[src/sv/bm3_pkg.sv]
`timescale 1ns / 1ps
// ----------------------------------------------------------------------------
// bm3_pkg
// Shared types and constants for the 3x3 binary morphology block.
// ----------------------------------------------------------------------------
package bm3_pkg;

  // configuration port
  localparam int REG_W     = 11;
  localparam int CFG_IDX_W = 2;

  localparam logic [CFG_IDX_W-1:0] CFG_IMAGE_WIDTH  = 2'd0;
  localparam logic [CFG_IDX_W-1:0] CFG_IMAGE_HEIGHT = 2'd1;
  localparam logic [CFG_IDX_W-1:0] CFG_MODE         = 2'd2;

  localparam logic [REG_W-1:0] WIDTH_RESET  = 11'd1024;
  localparam logic [REG_W-1:0] HEIGHT_RESET = 11'd1024;

  localparam logic MODE_ERODE  = 1'b0;
  localparam logic MODE_DILATE = 1'b1;

  // smallest frame dimension
  localparam int MIN_DIM = 3;

  // one column of the line stores: b is two rows up, a is one row up
  typedef struct packed {
    logic b;
    logic a;
  } line_entry_t;

  // one result item
  typedef struct packed {
    logic last;
    logic pixel;
  } out_item_t;

endpackage

[src/sv/binary_morphology_3x3.sv]
`timescale 1ns / 1ps
// ----------------------------------------------------------------------------
// binary_morphology_3x3
// 3x3 square erosion / dilation over a raster stream of one-bit pixels.
// Two line stores share one RAM; the window stage reads, shifts and writes
// back one column per pixel. Border pixels pass through unchanged.
// ----------------------------------------------------------------------------
//  channel   direction  fields (low bit up)
//  s_axis    in         tdata: pixel_in        tuser: filler
//  m_axis    out        tdata: pixel_out       tlast: frame_last
//  cfg       in         index 0 image_width, 1 image_height, 2 mode
//
// One pixel per cycle while s_axis_tready is high: the request is read from
// the line RAM in its accept cycle and the window is updated and written
// back the next cycle; a write to the same column in the cycle before is
// forwarded around the RAM. A result passes the window stage registers and
// the output buffer before it appears on m_axis. After reset a clearing pass
// zeros the line RAM; s_axis_tready stays low meanwhile. Otherwise input
// stalls only when the three-entry buffer cannot hold the results in flight.
// ----------------------------------------------------------------------------
module binary_morphology_3x3
  import bm3_pkg::*;
#(
  parameter int MAX_WIDTH  = 1024,
  parameter int MAX_HEIGHT = 1024
) (
  input  logic                 clk,
  input  logic                 rst,
  // stream in
  input  logic                 s_axis_tvalid,
  output logic                 s_axis_tready,
  input  logic [7:0]           s_axis_tdata,   // [0] pixel_in
  input  logic                 s_axis_tuser,   // [0] filler
  // stream out
  output logic                 m_axis_tvalid,
  input  logic                 m_axis_tready,
  output logic [7:0]           m_axis_tdata,   // [0] pixel_out
  output logic                 m_axis_tlast,   // frame_last
  // configuration
  input  logic                 cfg_we,
  input  logic [CFG_IDX_W-1:0] cfg_index,
  input  logic [REG_W-1:0]     cfg_data
);

  localparam int CW   = $clog2(MAX_WIDTH);
  localparam int CW1  = $clog2(MAX_WIDTH + 1);
  localparam int HW   = $clog2(MAX_HEIGHT + 1);
  localparam int RW   = $clog2(MAX_HEIGHT + 2);
  localparam int EWW  = (REG_W > CW1) ? REG_W : CW1;
  localparam int EHW  = (REG_W > HW) ? REG_W : HW;

  // configuration registers
  logic [REG_W-1:0] image_width;
  logic [REG_W-1:0] image_height;
  logic             mode;

  always_ff @(posedge clk) begin
    if (rst) begin
      image_width  <= WIDTH_RESET;
      image_height <= HEIGHT_RESET;
      mode         <= MODE_ERODE;
    end else if (cfg_we) begin
      case (cfg_index)
        CFG_IMAGE_WIDTH:  image_width  <= cfg_data;
        CFG_IMAGE_HEIGHT: image_height <= cfg_data;
        CFG_MODE:         mode         <= cfg_data[0];
        default:          ;
      endcase
    end
  end

  // saturated frame size
  logic [CW1-1:0] w_eff;
  logic [HW-1:0]  h_eff;
  logic [EWW-1:0] w_ext;
  logic [EHW-1:0] h_ext;

  always_comb begin
    w_ext = EWW'(image_width);
    h_ext = EHW'(image_height);
    if (w_ext < EWW'(MIN_DIM))        w_eff = CW1'(MIN_DIM);
    else if (w_ext > EWW'(MAX_WIDTH)) w_eff = CW1'(MAX_WIDTH);
    else                              w_eff = CW1'(w_ext);
    if (h_ext < EHW'(MIN_DIM))         h_eff = HW'(MIN_DIM);
    else if (h_ext > EHW'(MAX_HEIGHT)) h_eff = HW'(MAX_HEIGHT);
    else                               h_eff = HW'(h_ext);
  end

  // clearing pass over the line RAM
  logic          clr_active;
  logic [CW-1:0] clr_addr;

  always_ff @(posedge clk) begin
    if (rst) begin
      clr_active <= 1'b1;
      clr_addr   <= '0;
    end else if (clr_active) begin
      clr_addr <= clr_addr + CW'(1);
      if (clr_addr == CW'(MAX_WIDTH - 1)) begin
        clr_active <= 1'b0;
      end
    end
  end

  // handshake
  logic       s1_v;
  logic [1:0] fifo_count;
  logic       accept;

  assign s_axis_tready = !clr_active && ((3'(fifo_count) + 3'(s1_v)) <= 3'd2);
  assign accept        = s_axis_tvalid && s_axis_tready;

  // position tracking at accept time
  logic [CW-1:0] column_count;
  logic [RW-1:0] row_count;
  logic [RW-1:0] ro;
  logic [CW1-1:0] co;
  logic [RW:0]   ro_x;
  logic [RW:0]   h_x;
  logic [RW:0]   ri_inc;
  logic [CW:0]   ci_inc;
  logic          pos_ok;
  logic          has_result;
  logic          is_last;
  logic          is_interior;
  logic [CW-1:0] column_next;
  logic [RW-1:0] row_next;

  always_comb begin
    // window centre sits one row and one column behind the input
    if (column_count != '0) begin
      pos_ok = (row_count != '0);
      ro     = row_count - RW'(1);
      co     = CW1'(column_count) - CW1'(1);
    end else begin
      pos_ok = (row_count >= RW'(2));
      ro     = row_count - RW'(2);
      co     = w_eff - CW1'(1);
    end
    ro_x        = {1'b0, ro};
    h_x         = (RW + 1)'(h_eff);
    has_result  = pos_ok && (ro_x < h_x) && (co < w_eff);
    is_interior = (ro != '0) && ((ro_x + (RW + 1)'(2)) <= h_x) && (co != '0) &&
                  (({1'b0, co} + (CW1 + 1)'(2)) <= {1'b0, w_eff});
    is_last     = (ro_x == h_x - (RW + 1)'(1)) && (co == w_eff - CW1'(1));

    ci_inc = {1'b0, column_count} + (CW + 1)'(1);
    ri_inc = {1'b0, row_count};
    if (ci_inc >= (CW + 1)'(w_eff)) begin
      column_next = '0;
      ri_inc      = ri_inc + (RW + 1)'(1);
    end else begin
      column_next = ci_inc[CW-1:0];
    end
    row_next = ri_inc[RW-1:0];
    if (ri_inc > h_x + (RW + 1)'(1)) begin
      column_next = '0;
      row_next    = '0;
    end
    if (has_result && is_last) begin
      column_next = '0;
      row_next    = '0;
    end
  end

  always_ff @(posedge clk) begin
    if (rst) begin
      column_count <= '0;
      row_count    <= '0;
    end else if (accept) begin
      column_count <= column_next;
      row_count    <= row_next;
    end
  end

  // window stage registers
  logic          s1_cur;
  logic [CW-1:0] s1_addr;
  logic          s1_res;
  logic          s1_last;
  logic          s1_interior;
  logic          s1_fwd;

  always_ff @(posedge clk) begin
    if (rst) begin
      s1_v <= 1'b0;
    end else begin
      s1_v <= accept;
    end
  end

  always_ff @(posedge clk) begin
    if (accept) begin
      s1_cur      <= s_axis_tuser ? 1'b0 : s_axis_tdata[0];
      s1_addr     <= column_count;
      s1_res      <= has_result;
      s1_last     <= is_last;
      s1_interior <= is_interior;
      // previous request writes this column at the same edge as our read
      s1_fwd      <= s1_v && (s1_addr == column_count);
    end
  end

  // line RAM
  line_entry_t   rd_data;
  line_entry_t   wr_last;
  line_entry_t   entry;
  line_entry_t   entry_next;
  logic          mem_we;
  logic [CW-1:0] mem_waddr;
  line_entry_t   mem_wdata;

  assign entry        = s1_fwd ? wr_last : rd_data;
  assign entry_next.b = entry.a;
  assign entry_next.a = s1_cur;

  assign mem_we    = clr_active || s1_v;
  assign mem_waddr = clr_active ? clr_addr : s1_addr;
  assign mem_wdata = clr_active ? line_entry_t'('0) : entry_next;

  bm3_line_mem #(
    .DEPTH (MAX_WIDTH),
    .AW    (CW)
  ) u_line_mem (
    .clk     (clk),
    .rd_en   (accept),
    .rd_addr (column_count),
    .rd_data (rd_data),
    .wr_en   (mem_we),
    .wr_addr (mem_waddr),
    .wr_data (mem_wdata)
  );

  always_ff @(posedge clk) begin
    if (s1_v) begin
      wr_last <= entry_next;
    end
  end

  // 3x3 window, newest column in the low bits
  logic [8:0] window_bits;
  logic [8:0] window_next;
  logic       result;
  out_item_t  fifo_din;

  assign window_next = {window_bits[5:0], s1_cur, entry.a, entry.b};

  always_ff @(posedge clk) begin
    if (rst) begin
      window_bits <= '0;
    end else if (s1_v) begin
      window_bits <= window_next;
    end
  end

  always_comb begin
    if (!s1_interior)           result = window_next[4];
    else if (mode == MODE_ERODE) result = &window_next;
    else                        result = |window_next;
  end

  assign fifo_din.pixel = result;
  assign fifo_din.last  = s1_last;

  out_item_t fifo_dout;

  bm3_out_fifo u_out_fifo (
    .clk       (clk),
    .rst       (rst),
    .push      (s1_v && s1_res),
    .din       (fifo_din),
    .out_valid (m_axis_tvalid),
    .out_ready (m_axis_tready),
    .dout      (fifo_dout),
    .count     (fifo_count)
  );

  assign m_axis_tdata = {7'd0, fifo_dout.pixel};
  assign m_axis_tlast = fifo_dout.last;

endmodule

[src/sv/bm3_line_mem.sv]
`timescale 1ns / 1ps
// ----------------------------------------------------------------------------
// bm3_line_mem
// Two line stores side by side in one simple dual-port RAM, registered read.
// ----------------------------------------------------------------------------
module bm3_line_mem
  import bm3_pkg::*;
#(
  parameter int DEPTH = 1024,
  parameter int AW    = 10
) (
  input  logic          clk,
  input  logic          rd_en,
  input  logic [AW-1:0] rd_addr,
  output line_entry_t   rd_data,
  input  logic          wr_en,
  input  logic [AW-1:0] wr_addr,
  input  line_entry_t   wr_data
);

  line_entry_t mem [DEPTH];

  always_ff @(posedge clk) begin
    if (wr_en) begin
      mem[wr_addr] <= wr_data;
    end
  end

  // read during write to the same entry returns the old contents
  always_ff @(posedge clk) begin
    if (rd_en) begin
      rd_data <= mem[rd_addr];
    end
  end

endmodule

[src/sv/bm3_out_fifo.sv]
`timescale 1ns / 1ps
// ----------------------------------------------------------------------------
// bm3_out_fifo
// Three-entry result buffer between the window stage and the output stream.
// ----------------------------------------------------------------------------
module bm3_out_fifo
  import bm3_pkg::*;
(
  input  logic      clk,
  input  logic      rst,
  input  logic      push,
  input  out_item_t din,
  output logic      out_valid,
  input  logic      out_ready,
  output out_item_t dout,
  output logic [1:0] count
);

  out_item_t  slots [3];
  logic [1:0] wr_ptr;
  logic [1:0] rd_ptr;
  logic       pop;

  assign out_valid = (count != 2'd0);
  assign pop       = out_valid && out_ready;
  assign dout      = slots[rd_ptr];

  always_ff @(posedge clk) begin
    if (push) begin
      slots[wr_ptr] <= din;
    end
  end

  always_ff @(posedge clk) begin
    if (rst) begin
      wr_ptr <= 2'd0;
      rd_ptr <= 2'd0;
      count  <= 2'd0;
    end else begin
      if (push) begin
        wr_ptr <= (wr_ptr == 2'd2) ? 2'd0 : wr_ptr + 2'd1;
      end
      if (pop) begin
        rd_ptr <= (rd_ptr == 2'd2) ? 2'd0 : rd_ptr + 2'd1;
      end
      case ({push, pop})
        2'b10:   count <= count + 2'd1;
        2'b01:   count <= count - 2'd1;
        default: count <= count;
      endcase
    end
  end

endmodule

[config.mk]
export PLATFORM = sky130hd
export DESIGN_NAME = binary_morphology_3x3
export DESIGN_NICKNAME = d
export VERILOG_FILES = /design/src/sv/bm3_pkg.sv /design/src/sv/binary_morphology_3x3.sv /design/src/sv/bm3_line_mem.sv /design/src/sv/bm3_out_fifo.sv
export SDC_FILE = /design/constraint.sdc
export NUM_CORES = 2
export LEC_CHECK = 0
export ABC_AREA = 0
export BUFFER_PORTS_ARGS = -buffer_cell sky130_fd_sc_hd__clkbuf_2
export CORE_MARGIN = 1
export CORE_UTILIZATION = 25
export CTS_BUF_LIST = sky130_fd_sc_hd__clkbuf_4
export DETAILED_ROUTE_END_ITERATION = 6
export PLACE_DENSITY_LB_ADDON = 0.05
export SETUP_SLACK_MARGIN = 0.02
export SLEW_MARGIN = 15
export SYNTH_ARGS = -nofsm -noshare
export SYNTH_HDL_FRONTEND = slang
export SYNTH_SLANG_ARGS = --single-unit
[constraint.sdc]
create_clock -name clk -period 41.4 [get_ports clk]
set_clock_uncertainty 0.05 [all_clocks]
set_input_delay 8.28 -clock clk [delete_from_list [all_inputs] [get_ports clk]]
set_output_delay 8.28 -clock clk [all_outputs]
set_load 0.01 [all_outputs]
* Word-level counts from Yosys, hierarchy flattened
Memory sizes are Yosys's and may differ from the RTL's. A register that Yosys moved wholly into a read port is not among the register bits. Cells that the tools add are included.
Word-level totals: bits in registers 85, memory bits (writable) 2054, input port bits 27, output and inout port bits 11, word-level logic and storage cells 115, memories kept 2
Memory list:
- u_line_mem.mem | words 1024, width 2, rd ports 1, clocked after Yosys merged registers in 1, wr ports 1, RTL line bm3_line_mem.sv:21 | line_entry_t mem [DEPTH];
- u_out_fifo.slots | words 3, width 2, rd ports 1, clocked after Yosys merged registers in 1, wr ports 1, RTL line bm3_out_fifo.sv:19 | out_item_t slots [3];
Operators by class: add/subtract/negate cells 16, order comparisons 12, equal/unequal tests 10, mux-type cells 29, reduce and logical (&&, ||, !) cells 26
Operators with widths (number):
- $mux W11 | 8
- $mux W10 | 4
- $reduce_bool A11 Y1 | 3
- $add A11 B1 Y12 const B | 2
- $add A11 B2 Y12 const B | 2
- $le A12 B11 Y1 | 2
- $gt A11 B11 Y1 const B | 2
- $lt A11 B11 Y1 | 2
- $lt A11 B2 Y1 const B | 2
- $sub A11 B1 Y11 const B | 2
- $eq A11 B12 Y1 | 1
- $gt A12 B12 Y1 | 1
- $logic_and A1 B1 Y1 | 12
- $mux W12 | 1
- $mux W2 | 6
- $sub A11 B1 Y12 const B | 1
- $add A10 B1 Y11 const B | 1
- $eq A11 B11 Y1 | 1
- $ge A11 B11 Y1 | 1
- $ge A11 B2 Y1 const B | 1
- $sub A10 B1 Y11 const B | 1
- $sub A11 B2 Y11 const B | 1
- $add A10 B1 Y10 const B | 1
- $eq A10 B10 Y1 | 1
- other kinds (17) | 34

* Depth between registers and ports, before layout
depth in word-level cells 9, gate-level depth with buffers 30, mapped depth without buffers 24

* Modules after synthesis
Synthesis repeated with hierarchy kept, for this count alone.
Second synthesis, totals: cells, all modules 5720, area total of the unflattened synthesis 91783.0 um2
Modules (own cells, without submodules):
- bm3_line_mem | instances 1, cells each 4793, area an instance 83777.8 um2, seq. area each 61559.0 um2
- binary_morphology_3x3 | instances 1, cells each 882, area an instance 7475.9 um2, seq. area each 1751.7 um2
- bm3_out_fifo | instances 1, cells each 45, area an instance 529.3 um2, seq. area each 340.3 um2

* Worst setup path before layout
OpenSTA, ideal clock, no wires.
path kind register -> register, start register clr_active, end memory u_line_mem.mem[0][0] (netlist bit) (data pin), setup time 5.184 ns, data arrival time 25.667 ns, data required time 36.166 ns, path slack 10.499 ns, cell stages (with the launch flop) 5, buffers on the path 3, clock period less this slack 30.901 ns, cells stage by stage dfxtp_1 > clkbuf_1 > clkbuf_1 > buf_1 > nor2b_1
RTL lines:
- from (decl) | RTL line binary_morphology_3x3.sv:90 | logic clr_active;
- from (signal assigned) | RTL line binary_morphology_3x3.sv:95 | clr_active <= 1'b1;
- from (signal assigned) | RTL line binary_morphology_3x3.sv:100 | clr_active <= 1'b0;
- to (decl) | RTL line bm3_line_mem.sv:21

* Worst setup path in the final report
start register s1_v, end output s_axis_tready
On the way: cells in the longest elaborated chain, start to end 3
Ends and longest elaborated chain:
- from (decl) | RTL line binary_morphology_3x3.sv:106 | logic s1_v;
- from (signal assigned) | RTL line binary_morphology_3x3.sv:188 | s1_v <= accept;
- $add A2 B1 Y3 | RTL line binary_morphology_3x3.sv:110 | assign s_axis_tready = !clr_active && ((3'(fifo_count) + 3'(s1_v)) <= 3'd2);
- $le A3 B2 Y1 | RTL line binary_morphology_3x3.sv:110
- $logic_and A1 B1 Y1 | RTL line binary_morphology_3x3.sv:110
- to (decl) | RTL line binary_morphology_3x3.sv:31 | output logic s_axis_tready,
Every way passes these cells.

==> results.py <==
metrics = {
    "finish": {
        "area.growth.synth_to_final_pct": 15.8,
        "fin_util_pct": 29.1,
        "fillerInstances": 36400,
        "design.final.nets": 6161,
        "drive_gt1_share_pct": 28.0,
    },
    "setup_path": {
        "crit_path_end_kind": "output pin",
        "crit_buf_inv": 3,
        "critPathMostFrequentCell": "ha_1",
        "required_time_reported_for_the_critical_path_endpoint_ns": 33.07,
        "critical_path.slowest_cell": "dfxtp_1",
        "critPathMaxStageDelay_ns": 0.31,
        "crit_path_max_fanout": 14,
        "crit_chain": "buf_4 > ha_1 > inv_1 > ha_1 > a21oi_1 > nor2_1 > clkbuf_2",
        "worst_r2r_startpoint": "column_count[0]",
        "worst-r2r-setup-slack_ns": 34.17,
        "critical-path-top-delay-family": "buffers and inverters",
        "critPathKind": "reg2out",
        "critPathLaunchType": "register",
        "crit-reg2reg-capture": "row_count[7]",
        "worst_ep_arrival_time_ns": 3.02,
        "reg2reg_depth": 24,
    },
    "route": {
        "routed_wire_length_per_instance_um": 30.2,
        "post_drt_via_cell_ratio": 4.79,
        "detailedRoute.firstIterationViolations": 4449,
        "detailroute.via_count": 54200,
        "firstDrtPassIters": 6,
        "routed_wire_length_um": 342000,
        "detail_route.drc_violations": 0,
        "route.antenna.remaining_nets": 0,
    },
    "die": {
        "floorplan.die.height_um": 606,
        "pin_count": 38,
        "die_area_um2": 367000,
        "die_width_um": 606,
        "core-area_um2": 363000,
        "initial_utilization_pct": 25.1,
        "std_cell_rows": 221,
    },
    "cts": {
        "tritoncts_clock_tree": "yes",
        "total_clock_buffers_created_by_cts": 627,
        "cts_num_sinks": 2143,
        "cts.htree.levels": 6,
        "cts.reportedPaths.clkPinSlew_ns": 0.06,
        "clock_path_buffers": 4,
        "postCtsHoldBufs": 0,
        "post_cts.repair.setup_buffers": 0,
        "post_cts_resize_count": 0,
        "insertion_delay_ns": 1.55,
        "clock_tree_root": "clkbuf_4",
    },
    "global_route": {
        "first_global_vias": 57400,
        "first_pass_grt_wire_length_um": 467000,
        "grtUsageMet1_pct": 24.5,
        "number_of_antenna_violations_at_the_first_check_in_global_routing": 51,
        "grtUsageMet2_pct": 29.9,
        "grt-ovfl-total": 0,
        "gr-max-usage-layer": "met2",
        "grt_max_degree": 191,
        "grt.total_usage_pct": 18.4,
        "grt.met3_usage_pct": 3.87,
    },
    "status": {
        "run_status": "complete, no violations",
    },
    "yosys": {
        "synth_sequential_area_ratio_pct": 69.8,
        "ys_dominant_reg_cell": "edfxtp_1",
        "yosys_register_bits": 2143,
        "number_of_synthesized_flops_with_an_enable_pin": 2073,
        "synth.lib_cells_used.distinct": 90,
        "synth_area_per_cell_um2": 16.2,
        "syn_area_um2": 91200,
        "synthCells": 5629,
        "ys_warn_count": 0,
        "async_flop_share_pct": 0,
    },
    "sta": {
        "worst_slew_margin_rel_pct": 24.1,
        "fin_setup_tns_ns": 0,
        "final-hold-violation-count": 0,
        "setup_violations": 0,
        "post-route-period-util_pct": 27.4,
        "drv_slew": 0,
        "setup_repair_after_global_routing_missed_its_margin": "false",
        "timing.fmax_mhz": 88.1,
        "fin_crit_ns": 11.35,
        "worst-slew-pin-transition_ns": 1.14,
    },
    "place": {
        "routabilityCongestion": 0.748,
        "placement.io_buffers": 23,
        "detailed_place_hpwl_um": 200000,
    },
    "hold_path": {
        "timing.hold.worst_path_depth": 2,
        "timing.hold.worst_endpoint": "window_bits[5]",
        "min-delay-path-class": "reg2reg",
        "startpoint_of_the_lowest_slack_hold_path": "window_bits[5]",
    },
    "power": {
        "fin_total_pwr_w": 0.00449,
        "powerDensity_nw_per_um2": 42.5,
        "vdd_ir_drop_max_mv": 0.0219,
        "power.static_leakage_nw": 30.0,
    },
    "job": {
        "maxCapViolations": 0,
    },
}
[how the worst max path moves through the flow]
stage                   from                   end  depth (start not counted)
2_1_floorplan     clr_active  u_line_mem.mem[0][0]                          4
3_3_place_gp   s_axis_tvalid         row_count[10]                          6
3_5_place_dp   s_axis_tvalid       column_count[0]                          8
4_1_cts                 s1_v         s_axis_tready                          7
5_1_grt                 s1_v         s_axis_tready                          7
6_report                s1_v         s_axis_tready                          7
[placed cells by master (no fill, tap or decap), drive strengths merged, types with 28 or more instances in the layout]
cell type	synthesis	final
ha	81	81
a211oi	30	30
dfxtp	70	70
mux2i	118	118
mux4	527	527
a22oi	84	84
nand4	58	58
o21ai	45	45
edfxtp	2073	2073
xnor2	59	59
nor2b	30	30
a21oi	77	77
a31oi	28	28
clkbuf	268	916
clkinv	1	141
buf	179	212
nor2	1147	1147
nand3	72	72
nor3	79	79
nand2	188	188
inv	45	62
[registers in the layout, summed over array words and instances (netlist names), named ones only]
name / cells
s1_interior: 1
u_line_mem.rd_data: 2
u_line_mem.mem: 2048
s1_addr: 10
u_out_fifo.slots: 6
u_out_fifo.count: 2
column_count: 10
window_bits: 6
clr_addr: 10
u_out_fifo.wr_ptr: 2
s1_res: 1
s1_v: 1
image_width: 11
s1_cur: 1
h_ext: 11
s1_last: 1
u_out_fifo.rd_ptr: 2
wr_last: 2
row_count: 11
clr_active: 1
mode: 1
s1_fwd: 1
[synthesized netlist by cell type (8+ instances only)]
cell	instances	share of area, %
xnor2_1	59	0.57
o311ai_0	8	0.077
or3_1	16	0.11
nand2_1	188	0.77
a221oi_1	14	0.13
buf_4	8	0.066
buf_1	120	0.49
o22ai_1	18	0.12
nand2b_1	25	0.17
o211ai_1	9	0.074
buf_2	49	0.27
nor4_1	19	0.13
a21o_1	21	0.17
clkbuf_1	267	1.1
nor2b_1	30	0.21
edfxtp_1	2073	68
or4_1	10	0.082
xor2_1	20	0.19
nand3_1	72	0.40
a22o_1	20	0.19
inv_1	44	0.18
mux2i_1	118	1.3
and3_1	18	0.12
nor3_1	77	0.42
a211oi_1	30	0.25
and2_1	11	0.075
dfxtp_1	70	1.5
mux4_2	527	13
a22oi_1	84	0.69
a211o_1	8	0.077
ha_1	81	1.1
nand4_1	58	0.40
nor3b_1	12	0.099
a21oi_1	77	0.42
o21ai_0	42	0.23
a31oi_1	28	0.19
o31ai_1	10	0.082
nor2_1	1146	4.7
or2_2	9	0.062
mux2_2	10	0.12
[cell type report]
cell class	count	area, µm²	area share (%)
sequential	2143	63700	60.3
multi-input combinational	3000	25900	24.6
clock buffer	893	6700	6.35
tap	4794	6000	5.68
timing repair buffer	235	1850	1.76
clock inverter	184	1180	1.12
inverter	46	174	0.165
antenna	10	25.0	0.0237
[kinds of logic after synthesis]
group           after synthesis  share of synthesized area, %
mux                         655                          14.4
other cells                   2                       0.00824
buf+inv                     493                          2.15
compound gates              449                          3.48
fa+ha+maj                    82                          1.12
flops                      2143                          69.8
simple gates               1722                          8.13
xor+xnor                     83                         0.851
[worst min-delay path: cells and delay by family, from the launching register on]
family	cells	cell delay (ns)
multiplexers	1	0.07
AND/OR/NAND/NOR	1	0.07
flip-flops	1	0.33
[stage by stage]
| stage | setup slack [ns] | hold slack (ns) | instance area [µm²] | instances |
|---|---|---|---|---|
| floorplan | 10.50 | 0.353 | 91200 | 5636 |
| global placement | 30.84 | 0.427 | 97500 | 10200 |
| detailed placement | 30.87 | 0.436 | 97600 | 10200 |
| CTS | 29.74 | 0.448 | 106000 | 11300 |
| global route | 29.70 | 0.471 | 106000 | 11300 |
| finish | 30.05 | 0.447 | 106000 | 11300 |
[power breakdown]
part / leakage [nW] / total [W] / internal [W] / switching (W)
clock network: 4.67 / 0.00204 / 0.00108 / 0.000965
registers: 17.6 / 0.00235 / 0.00234 / 0.00000409
logic: 7.79 / 0.0000996 / 0.0000331 / 0.0000665
total: 30.0 / 0.00449 / 0.00345 / 0.00104
[layer usage]
layer  up-vias  wire length [µm]  share of wire [%]
met3       530             19700                5.8
li1      23200                 -                  -
met5         -               102              0.030
met4        14              9710                2.8
met2      1765            163000                 48
met1     28600            150000                 44
(Power assumes the default switching activity.)
